File: src/rtl/core/hzr_pkg.sv
// ----------------------------------------------------------------------------
// hzr_pkg - shared types, constants and microcode for the zap range generator
// Field widths, register indexes, sequencer step codes and the control ROM.
// ----------------------------------------------------------------------------
package hzr_pkg;

    localparam int unsigned MAX_HARMONICS_DEF = 64;

    localparam int unsigned FREQ_W = 32;   // band edge, Q16.16 Hz
    localparam int unsigned EDGE_W = 33;   // doubled edge / sum of edges
    localparam int unsigned SCL_W  = 40;   // doubled frequency after harmonic scaling
    localparam int unsigned HARM_W = 7;
    localparam int unsigned BIN_W  = 27;
    localparam int unsigned CNT_W  = 32;
    localparam int unsigned BPH_W  = 32;

    localparam int unsigned CFG_ADDR_W = 2;
    localparam int unsigned CFG_DATA_W = 32;

    localparam logic [CFG_ADDR_W-1:0] REG_BINS_PER_HZ     = 2'd0;
    localparam logic [CFG_ADDR_W-1:0] REG_SPECTRUM_POINTS = 2'd1;

    localparam logic [BPH_W-1:0] BINS_PER_HZ_RST = 32'd65536;
    localparam logic [BIN_W-1:0] NPTS_RST        = 27'd1048576;

    typedef logic [2:0] step_t;

    localparam step_t STEP_EDGE_A = 3'd0;  // lower edge frequency
    localparam step_t STEP_MUL_A  = 3'd1;
    localparam step_t STEP_ACC_A  = 3'd2;  // also loads upper edge frequency
    localparam step_t STEP_FOLD_A = 3'd3;  // also multiplies upper edge
    localparam step_t STEP_ACC_B  = 3'd4;
    localparam step_t STEP_FOLD_B = 3'd5;
    localparam step_t STEP_EMIT   = 3'd6;
    localparam step_t STEP_EMPTY  = 3'd7;

    typedef struct packed {
        logic mul;
        logic acc;
        logic fold_s;
        logic fold_e;
    } bin_ctl_t;

    typedef struct packed {
        logic     load_f;
        logic     sel_b;
        bin_ctl_t bin;
        logic     emit;
        logic     empty;
    } uop_t;

    function automatic uop_t ucode(input step_t step);
        uop_t u;
        u = '0;
        unique case (step)
            STEP_EDGE_A: begin
                u.load_f = 1'b1;
            end
            STEP_MUL_A: begin
                u.bin.mul = 1'b1;
            end
            STEP_ACC_A: begin
                u.bin.acc = 1'b1;
                u.load_f  = 1'b1;
                u.sel_b   = 1'b1;
            end
            STEP_FOLD_A: begin
                u.bin.fold_s = 1'b1;
                u.bin.mul    = 1'b1;
            end
            STEP_ACC_B: begin
                u.bin.acc = 1'b1;
            end
            STEP_FOLD_B: begin
                u.bin.fold_e = 1'b1;
            end
            STEP_EMIT: begin
                u.emit = 1'b1;
            end
            STEP_EMPTY: begin
                u.empty = 1'b1;
            end
        endcase
        return u;
    endfunction

endpackage

File: src/rtl/core/hzr_bin_unit.sv
// ----------------------------------------------------------------------------
// hzr_bin_unit - frequency to bin converter
// Rounds doubled frequency times bins_per_hz to a bin in two multiply halves,
// then folds about Nyquist and clamps at zero.
// ----------------------------------------------------------------------------
module hzr_bin_unit (
    input  logic                          aclk,
    input  hzr_pkg::bin_ctl_t             ctl,
    input  logic [hzr_pkg::SCL_W-1:0]     freq,
    input  logic [hzr_pkg::BPH_W-1:0]     bins_per_hz,
    input  logic [hzr_pkg::BIN_W-1:0]     npts,
    output logic [hzr_pkg::BIN_W-1:0]     s_bin,
    output logic [hzr_pkg::BIN_W-1:0]     e_bin
);

    logic [55:0] mul_hi;
    logic [56:0] mul_lo;
    logic [56:0] acc_sum;
    logic [55:0] ph_reg;
    logic [40:0] pl_reg;
    logic [39:0] v_reg;
    logic [27:0] np2;
    logic [27:0] fold_diff;
    logic [hzr_pkg::BIN_W-1:0] fold_bin;
    logic [hzr_pkg::BIN_W-1:0] s_reg;
    logic [hzr_pkg::BIN_W-1:0] e_reg;

    // f*B + 2^32 split on the 16-bit halves of B
    assign mul_hi  = {16'b0, freq} * {40'b0, bins_per_hz[31:16]};
    assign mul_lo  = {17'b0, freq} * {41'b0, bins_per_hz[15:0]} + 57'h1_0000_0000;
    assign acc_sum = {1'b0, ph_reg} + {16'b0, pl_reg};

    assign np2       = {npts, 1'b0};
    assign fold_diff = np2 - v_reg[27:0];

    always_comb begin
        if (v_reg <= {13'b0, npts}) begin
            fold_bin = v_reg[26:0];
        end else if (v_reg >= {12'b0, np2}) begin
            fold_bin = '0;                  // folds below zero
        end else begin
            fold_bin = fold_diff[26:0];
        end
    end

    always_ff @(posedge aclk) begin
        if (ctl.mul) begin
            ph_reg <= mul_hi;
            pl_reg <= mul_lo[56:16];
        end
        if (ctl.acc) begin
            v_reg <= acc_sum[56:17];
        end
        if (ctl.fold_s) begin
            s_reg <= fold_bin;
        end
        if (ctl.fold_e) begin
            e_reg <= fold_bin;
        end
    end

    assign s_bin = s_reg;
    assign e_bin = e_reg;

endmodule

File: src/rtl/core/harmonic_zap_range_generator_top.sv
// ----------------------------------------------------------------------------
// harmonic_zap_range_generator_top - harmonic zap range generator
// Expands one zap entry into per-harmonic spectrum bin ranges with a running
// count of zeroed bins, driven by a small microcoded sequencer.
// ----------------------------------------------------------------------------
// channel   dir  tdata (low bit up)                                 tuser / tlast
// s_axis    in   band_low, band_high, first_harmonic, last_harmonic  tuser fixed_width
// m_axis    out  bin_start, bin_end, harmonic_number, bins_zeroed    tlast last
// cfg       in   cfg_addr 0 bins_per_hz, 1 spectrum_points           -
//
// For each entry the sequencer runs 7 microcode steps per harmonic (a single
// empty step when no harmonic is in range) through one shared multiplier pair
// and fold stage.
// Reset is synchronous, active low; control and configuration registers return to their defaults.
// A stalled m_axis holds the emit step until the output register frees.
// s_axis_tready is high only while no entry is being expanded.
// ----------------------------------------------------------------------------
module harmonic_zap_range_generator_top #(
    parameter int unsigned MAX_HARMONICS = hzr_pkg::MAX_HARMONICS_DEF
) (
    input  logic                              aclk,
    input  logic                              aresetn,

    input  logic                              s_axis_tvalid,
    output logic                              s_axis_tready,
    // band_low[31:0], band_high[63:32], first_harmonic[70:64], last_harmonic[77:71]
    input  logic [79:0]                       s_axis_tdata,
    // fixed_width[0]
    input  logic                              s_axis_tuser,

    output logic                              m_axis_tvalid,
    input  logic                              m_axis_tready,
    // bin_start[26:0], bin_end[53:27], harmonic_number[60:54], bins_zeroed[92:61]
    output logic [95:0]                       m_axis_tdata,
    output logic                              m_axis_tlast,

    input  logic                              cfg_wr_en,
    input  logic [hzr_pkg::CFG_ADDR_W-1:0]    cfg_addr,
    input  logic [hzr_pkg::CFG_DATA_W-1:0]    cfg_wr_data
);

    localparam int unsigned HCAP = (MAX_HARMONICS > 127) ? 127 : MAX_HARMONICS;
    localparam logic [hzr_pkg::HARM_W-1:0] HCAP_H = hzr_pkg::HARM_W'(HCAP);

    // configuration
    logic [hzr_pkg::BPH_W-1:0]  bph_reg;
    logic [hzr_pkg::BIN_W-1:0]  np_reg;

    // sequencer and entry state
    logic                        busy_reg;
    hzr_pkg::step_t              pc_reg;
    logic [hzr_pkg::HARM_W-1:0]  h_reg;
    logic [hzr_pkg::HARM_W-1:0]  end_h_reg;
    logic [hzr_pkg::EDGE_W-1:0]  base_a_reg;
    logic [hzr_pkg::EDGE_W-1:0]  base_b_reg;
    logic signed [hzr_pkg::EDGE_W-1:0] off_reg;
    logic [hzr_pkg::CNT_W-1:0]   total_reg;
    logic [hzr_pkg::SCL_W-1:0]   freq_reg;

    // output register
    logic                        m_valid_reg;
    logic                        m_last_reg;
    logic [hzr_pkg::BIN_W-1:0]   m_start_reg;
    logic [hzr_pkg::BIN_W-1:0]   m_end_reg;
    logic [hzr_pkg::HARM_W-1:0]  m_harm_reg;
    logic [hzr_pkg::CNT_W-1:0]   m_count_reg;

    hzr_pkg::uop_t               uop;
    logic                        s_accept;
    logic                        out_free;
    logic                        out_load;

    logic [hzr_pkg::FREQ_W-1:0]  in_lo;
    logic [hzr_pkg::FREQ_W-1:0]  in_hi;
    logic [hzr_pkg::HARM_W-1:0]  in_fh;
    logic [hzr_pkg::HARM_W-1:0]  in_lh;
    logic [hzr_pkg::HARM_W-1:0]  fh_adj;
    logic [hzr_pkg::HARM_W-1:0]  lh_adj;
    logic [hzr_pkg::EDGE_W-1:0]  in_sum;
    logic [hzr_pkg::EDGE_W-1:0]  in_diff;

    logic [hzr_pkg::EDGE_W-1:0]  base_sel;
    logic [hzr_pkg::SCL_W-1:0]   scaled;
    logic signed [41:0]          off_ext;
    logic signed [41:0]          f_sum;

    logic [hzr_pkg::BIN_W-1:0]   s_bin;
    logic [hzr_pkg::BIN_W-1:0]   e_bin;
    logic [hzr_pkg::BIN_W-1:0]   lo_bin;
    logic [hzr_pkg::BIN_W-1:0]   hi_bin;
    logic [hzr_pkg::BIN_W-1:0]   span;
    logic [hzr_pkg::CNT_W:0]     tot_wide;
    logic [hzr_pkg::CNT_W-1:0]   tot_sat;
    logic                        last_harm;

    assign uop      = hzr_pkg::ucode(pc_reg);
    assign s_accept = s_axis_tvalid && s_axis_tready;
    assign out_free = !m_valid_reg || m_axis_tready;
    assign out_load = busy_reg && (uop.emit || uop.empty) && out_free;

    // entry unpacking
    assign in_lo  = s_axis_tdata[31:0];
    assign in_hi  = s_axis_tdata[63:32];
    assign in_fh  = s_axis_tdata[70:64];
    assign in_lh  = s_axis_tdata[77:71];
    assign fh_adj = (in_fh == '0) ? hzr_pkg::HARM_W'(1) : in_fh;
    assign lh_adj = (in_lh > HCAP_H) ? HCAP_H : in_lh;
    assign in_sum  = {1'b0, in_lo} + {1'b0, in_hi};
    assign in_diff = {1'b0, in_hi} - {1'b0, in_lo};

    // doubled edge frequency: base*h +/- doubled half width (never negative)
    assign base_sel = uop.sel_b ? base_b_reg : base_a_reg;
    assign scaled   = {7'b0, base_sel} * {33'b0, h_reg};
    assign off_ext  = {{9{off_reg[hzr_pkg::EDGE_W-1]}}, off_reg};
    assign f_sum    = $signed({2'b0, scaled}) + (uop.sel_b ? off_ext : -off_ext);

    hzr_bin_unit u_bin (
        .aclk        (aclk),
        .ctl         (uop.bin),
        .freq        (freq_reg),
        .bins_per_hz (bph_reg),
        .npts        (np_reg),
        .s_bin       (s_bin),
        .e_bin       (e_bin)
    );

    assign lo_bin    = (s_bin > e_bin) ? e_bin : s_bin;
    assign hi_bin    = (s_bin > e_bin) ? s_bin : e_bin;
    assign span      = hi_bin - lo_bin;
    assign tot_wide  = {1'b0, total_reg} + {6'b0, span};
    assign tot_sat   = tot_wide[hzr_pkg::CNT_W] ? '1 : tot_wide[hzr_pkg::CNT_W-1:0];
    assign last_harm = (h_reg == end_h_reg);

    always_ff @(posedge aclk) begin
        if (!aresetn) begin
            bph_reg     <= hzr_pkg::BINS_PER_HZ_RST;
            np_reg      <= hzr_pkg::NPTS_RST;
            busy_reg    <= 1'b0;
            pc_reg      <= hzr_pkg::STEP_EDGE_A;
            h_reg       <= '0;
            end_h_reg   <= '0;
            total_reg   <= '0;
            m_valid_reg <= 1'b0;
        end else begin
            if (cfg_wr_en) begin
                case (cfg_addr)
                    hzr_pkg::REG_BINS_PER_HZ:     bph_reg <= cfg_wr_data;
                    hzr_pkg::REG_SPECTRUM_POINTS: np_reg  <= cfg_wr_data[hzr_pkg::BIN_W-1:0];
                    default: ;
                endcase
            end

            if (out_load) begin
                m_valid_reg <= 1'b1;
            end else if (m_valid_reg && m_axis_tready) begin
                m_valid_reg <= 1'b0;
            end

            if (s_accept) begin
                busy_reg  <= 1'b1;
                h_reg     <= fh_adj;
                end_h_reg <= lh_adj;
                total_reg <= '0;
                if (s_axis_tuser) begin
                    base_a_reg <= in_sum;
                    base_b_reg <= in_sum;
                    off_reg    <= in_diff;
                end else begin
                    base_a_reg <= {in_lo, 1'b0};
                    base_b_reg <= {in_hi, 1'b0};
                    off_reg    <= '0;
                end
                pc_reg <= (fh_adj > lh_adj) ? hzr_pkg::STEP_EMPTY : hzr_pkg::STEP_EDGE_A;
            end else if (busy_reg) begin
                if (uop.load_f) begin
                    freq_reg <= f_sum[hzr_pkg::SCL_W-1:0];
                end
                if (uop.empty) begin
                    if (out_free) begin
                        m_start_reg <= '0;
                        m_end_reg   <= '0;
                        m_harm_reg  <= '0;
                        m_count_reg <= '0;
                        m_last_reg  <= 1'b1;
                        busy_reg    <= 1'b0;
                    end
                end else if (uop.emit) begin
                    if (out_free) begin
                        m_start_reg <= lo_bin;
                        m_end_reg   <= hi_bin;
                        m_harm_reg  <= h_reg;
                        m_count_reg <= tot_sat;
                        m_last_reg  <= last_harm;
                        total_reg   <= tot_sat;
                        if (last_harm) begin
                            busy_reg <= 1'b0;
                        end else begin
                            h_reg  <= h_reg + hzr_pkg::HARM_W'(1);
                            pc_reg <= hzr_pkg::STEP_EDGE_A;
                        end
                    end
                end else begin
                    pc_reg <= pc_reg + hzr_pkg::step_t'(1);
                end
            end
        end
    end

    assign s_axis_tready = !busy_reg;
    assign m_axis_tvalid = m_valid_reg;
    assign m_axis_tlast  = m_last_reg;
    assign m_axis_tdata  = {3'b0, m_count_reg, m_harm_reg, m_end_reg, m_start_reg};

    // ranges come out ordered and inside the spectrum
    a_range_ordered: assert property (@(posedge aclk) disable iff (!aresetn)
        m_valid_reg |-> (m_start_reg <= m_end_reg))
        else $error("bin range out of order");

    a_range_in_spectrum: assert property (@(posedge aclk) disable iff (!aresetn)
        m_valid_reg |-> (m_end_reg <= np_reg))
        else $error("bin range beyond spectrum");

    a_empty_form: assert property (@(posedge aclk) disable iff (!aresetn)
        (m_valid_reg && m_harm_reg == '0) |-> (m_last_reg && m_count_reg == '0
            && m_start_reg == '0 && m_end_reg == '0))
        else $error("empty result malformed");

    a_program_entry: assert property (@(posedge aclk) disable iff (!aresetn)
        s_accept |=> (busy_reg && (pc_reg == hzr_pkg::STEP_EDGE_A
            || pc_reg == hzr_pkg::STEP_EMPTY)))
        else $error("sequencer entered at wrong step");

endmodule
File: config.mk
export PLATFORM = sky130hd
export DESIGN_NAME = harmonic_zap_range_generator_top
export DESIGN_NICKNAME = d
export VERILOG_FILES = /design/src/rtl/core/hzr_pkg.sv /design/src/rtl/core/hzr_bin_unit.sv /design/src/rtl/core/harmonic_zap_range_generator_top.sv
export SDC_FILE = /design/constraint.sdc
export NUM_CORES = 2
export LEC_CHECK = 0
export ABC_AREA = 1
export BUFFER_PORTS_ARGS = -buffer_cell sky130_fd_sc_hd__buf_2
export CORE_MARGIN = 10
export CORE_UTILIZATION = 50
export CTS_CLUSTER_SIZE = 20
export DETAILED_ROUTE_END_ITERATION = 6
export PLACE_DENSITY_LB_ADDON = 0.05
export SYNTH_ARGS = -nofsm -noshare
export SYNTH_HDL_FRONTEND = slang
export SYNTH_SLANG_ARGS = --single-unit
File: constraint.sdc
create_clock -name aclk -period 13.01 [get_ports aclk]
set_clock_uncertainty 0.1 [all_clocks]
set_input_delay 3.2525 -clock aclk [delete_from_list [all_inputs] [get_ports aclk]]
set_output_delay 3.2525 -clock aclk [all_outputs]
set_load 0.03 [all_outputs]
==> impl_metrics.yaml <==
run_status:
  outcome: "complete, no violations"
timing:
  slew_viol_final: 0
  hold_viol: 0
  fin_crit_sh_pct: 59.9
  rsz0062_at_grt: "no"
  tns_ns: 0
  slew_headroom_pct: 19.1
  period_minus_slack_ns: 7.80
  worstMarginPinSlew_ns: 1.21
  final-setup-viol-count: 0
  max_freq_ghz: 0.128
drt:
  postRouteAntennaNets: 0
  wl_per_cell_um: 19.3
  dr.pass1.iters: 6
  drt_iter0_drc: 5159
  vias: 66704
  viasPerCell: 5.28
  finalWirelength_um: 244000
  drc: 0
min_path:
  min_path_type: "reg -> reg"
synthesis:
  ys_warn_count: 0
  synth_ff_type: "edfxtp_1"
  synth.avg_cell_area_um2: 7.90
  ys_types: 60
  ys_seq_area_share_pct: 18.1
  synth_edf_count: 422
  synth.area.top_cells: "fa_1 31%, edfxtp_1 15%, inv_1 12%"
  yosys.area.top_type: "fa_1"
  synth-seq-cells: 532
  synth_cells: 10386
  netlist_area_um2: 82000
  synth_top_area_share_pct: 30.6
  async_flop_share_pct: 0
critical_path:
  crit_fanout: 22
  worstSetupStartpointType: "register"
  cp-end-kind: "register"
  critPathArrivalTime_ns: 8.14
  required_ns: 13.35
  critPathKind: "reg -> reg"
  r2r_setup_slack_ns: 5.21
job:
  max-cap-violations: 0
global_route:
  grt_overflow_total: 0
  grt_max_degree: 91
  grt_first_pass_wirelength_um: 388000
  antenna_found_initial: 2
  track_usage_pct: 27.2
  first_global_vias: 68365
clock_tree:
  cts_resized: 0
  cts_tree: "yes"
  post_cts_buffers: 0
  hold_buffers: 0
  path_clk_slew_ns: 0.06
  clk_latency_ns: 0.70
  cts_root_buf: "clkbuf_16"
  htree_levels: 3
  cts_buffers: 71
  cts.sinks: 532
  cts_max_path_buffers: 3
finish:
  final_cells: 12627
  final_cell_mix: "2,529 x inv_1, 2,384 x nand2_1, 1,256 x fa_1"
  finalInstanceArea_um2: 87700
  multi_input_area_um2: 56200
  layout.area.seq_um2: 14900
  largest_register_ffs: 56
  area_growth_pct: 6.95
  layout-drive-gt1-share_pct: 5.10
  n_fill_cell: 15687
  mostFrequentLayoutCell: "inv_1"
  final_nets: 12372
pwr:
  ir_drop_uv: 221
  leakage_nw: 44.1
  p_per_area_nw_per_um2: 195
  p_total_mw: 17.1
die:
  dieArea_um2: 181000
  fp-row-count: 148
  start_util_pct: 50.3
  die_w_um: 425
  die_height_um: 425
  ios: 219
  core-area_um2: 163000
placement:
  placed_area_um2: 85200
  io_buffers: 213
  gp_congestion: 0.958
  placed_cells: 12495
  hpwlAfterDp_um: 191000
## synthesized netlist by cell type (20+ instances only)
cell and n:
inv_1 2530, nand2_1 2385, fa_1 1256, nor2_1 733, ha_1 603, a21oi_1 540
edfxtp_1 422, o21ai_0 416, clkbuf_1 365, nand3_1 156, xor2_1 143, xnor2_1 124
dfxtp_1 110, a31oi_1 100, nor3_1 56, o21a_1 49, nor4_1 39, or2_2 39
o21ai_1 38, nand4_1 37, o211ai_1 34, o22ai_1 27, o21bai_1 20
## through the flow
stage,utilization [%],worst slack (ns),hold slack (ns)
after floorplan,-,4.15,0.347
after global placement,52.3,5.41,0.367
after detailed placement,52.3,5.39,0.374
after CTS,53.8,5.35,0.389
after global routing,53.8,4.86,0.422
final,53.8,5.21,0.381
## critical path: stages (launching register included)
cell,delay [ns]
edfxtp_1,0.94
buf_4,0.47
nand2_1,0.13
fa_1,0.54
inv_1,0.05
fa_1,0.47
inv_1,0.06
fa_1,0.48
fa_1,0.54
inv_1,0.05
fa_1,0.47
inv_1,0.05
fa_1,0.47
inv_1,0.04
ha_1,0.34
nand2_1,0.11
nor2_1,0.11
inv_1,0.05
o21ai_1,0.21
a21oi_1,0.18
o21ai_1,0.60
nand2_1,0.15
nand2_1,0.18
a21oi_1,0.15
o21ai_0,0.30
nand2_1,0.13
nand3_1,0.09
nand2_1,0.07
## per-layer routing
layer / wire (um) / global-route usage [%] / up-vias
li1: - / - / 31379
met1: 107000 / 37.3 / 33032
met2: 113000 / 44.6 / 2019
met3: 16500 / 4.09 / 274
met4: 7490 / 7.98 / 0
met5: 0 / 0 / -
## cell families after synthesis
family	share of synthesized area, %
AO/OA/AOI/OAI	8.77
XOR/XNOR	2.85
adder cells (fa/ha/maj)	39.8
buffers and inverters	13.5
flip-flops	18.1
other	0.00457
AND/OR/NAND/NOR	16.9
## path summary, 6_finish.rpt
path | cells after the start | end | startpoint
max reg2reg | 27 | u_bin.ph_reg[45]$_DFFE_PP_ | freq_reg[6]$_DFFE_PP_
max | 27 | u_bin.ph_reg[45]$_DFFE_PP_ | freq_reg[6]$_DFFE_PP_
min reg2reg | 2 | end_h_reg[3]$_SDFFE_PN0P_ | end_h_reg[3]$_SDFFE_PN0P_
min | 2 | end_h_reg[3]$_SDFFE_PN0P_ | end_h_reg[3]$_SDFFE_PN0P_
## layout make-up
cell class / instances / area share (%)
Antenna cell: 1 / 0.00285
Clock buffer: 87 / 2.18
Clock inverter: 44 / 0.756
Inverter: 2538 / 10.9
Multi-Input combinational cell: 6929 / 64.0
Sequential cell: 532 / 17.0
Tap cell: 2175 / 3.10
Timing Repair Buffer: 321 / 2.14
## where the power goes
part,leakage (nW),total [mW],switching (mW),internal (mW)
sequential,4.90,2.76,0.187,2.57
combinational,37.9,12.2,8.17,4.00
clock,1.24,2.19,0.878,1.31
total,44.1,17.1,9.24,7.88
Note: power is estimated with default switching activity, not from simulation.
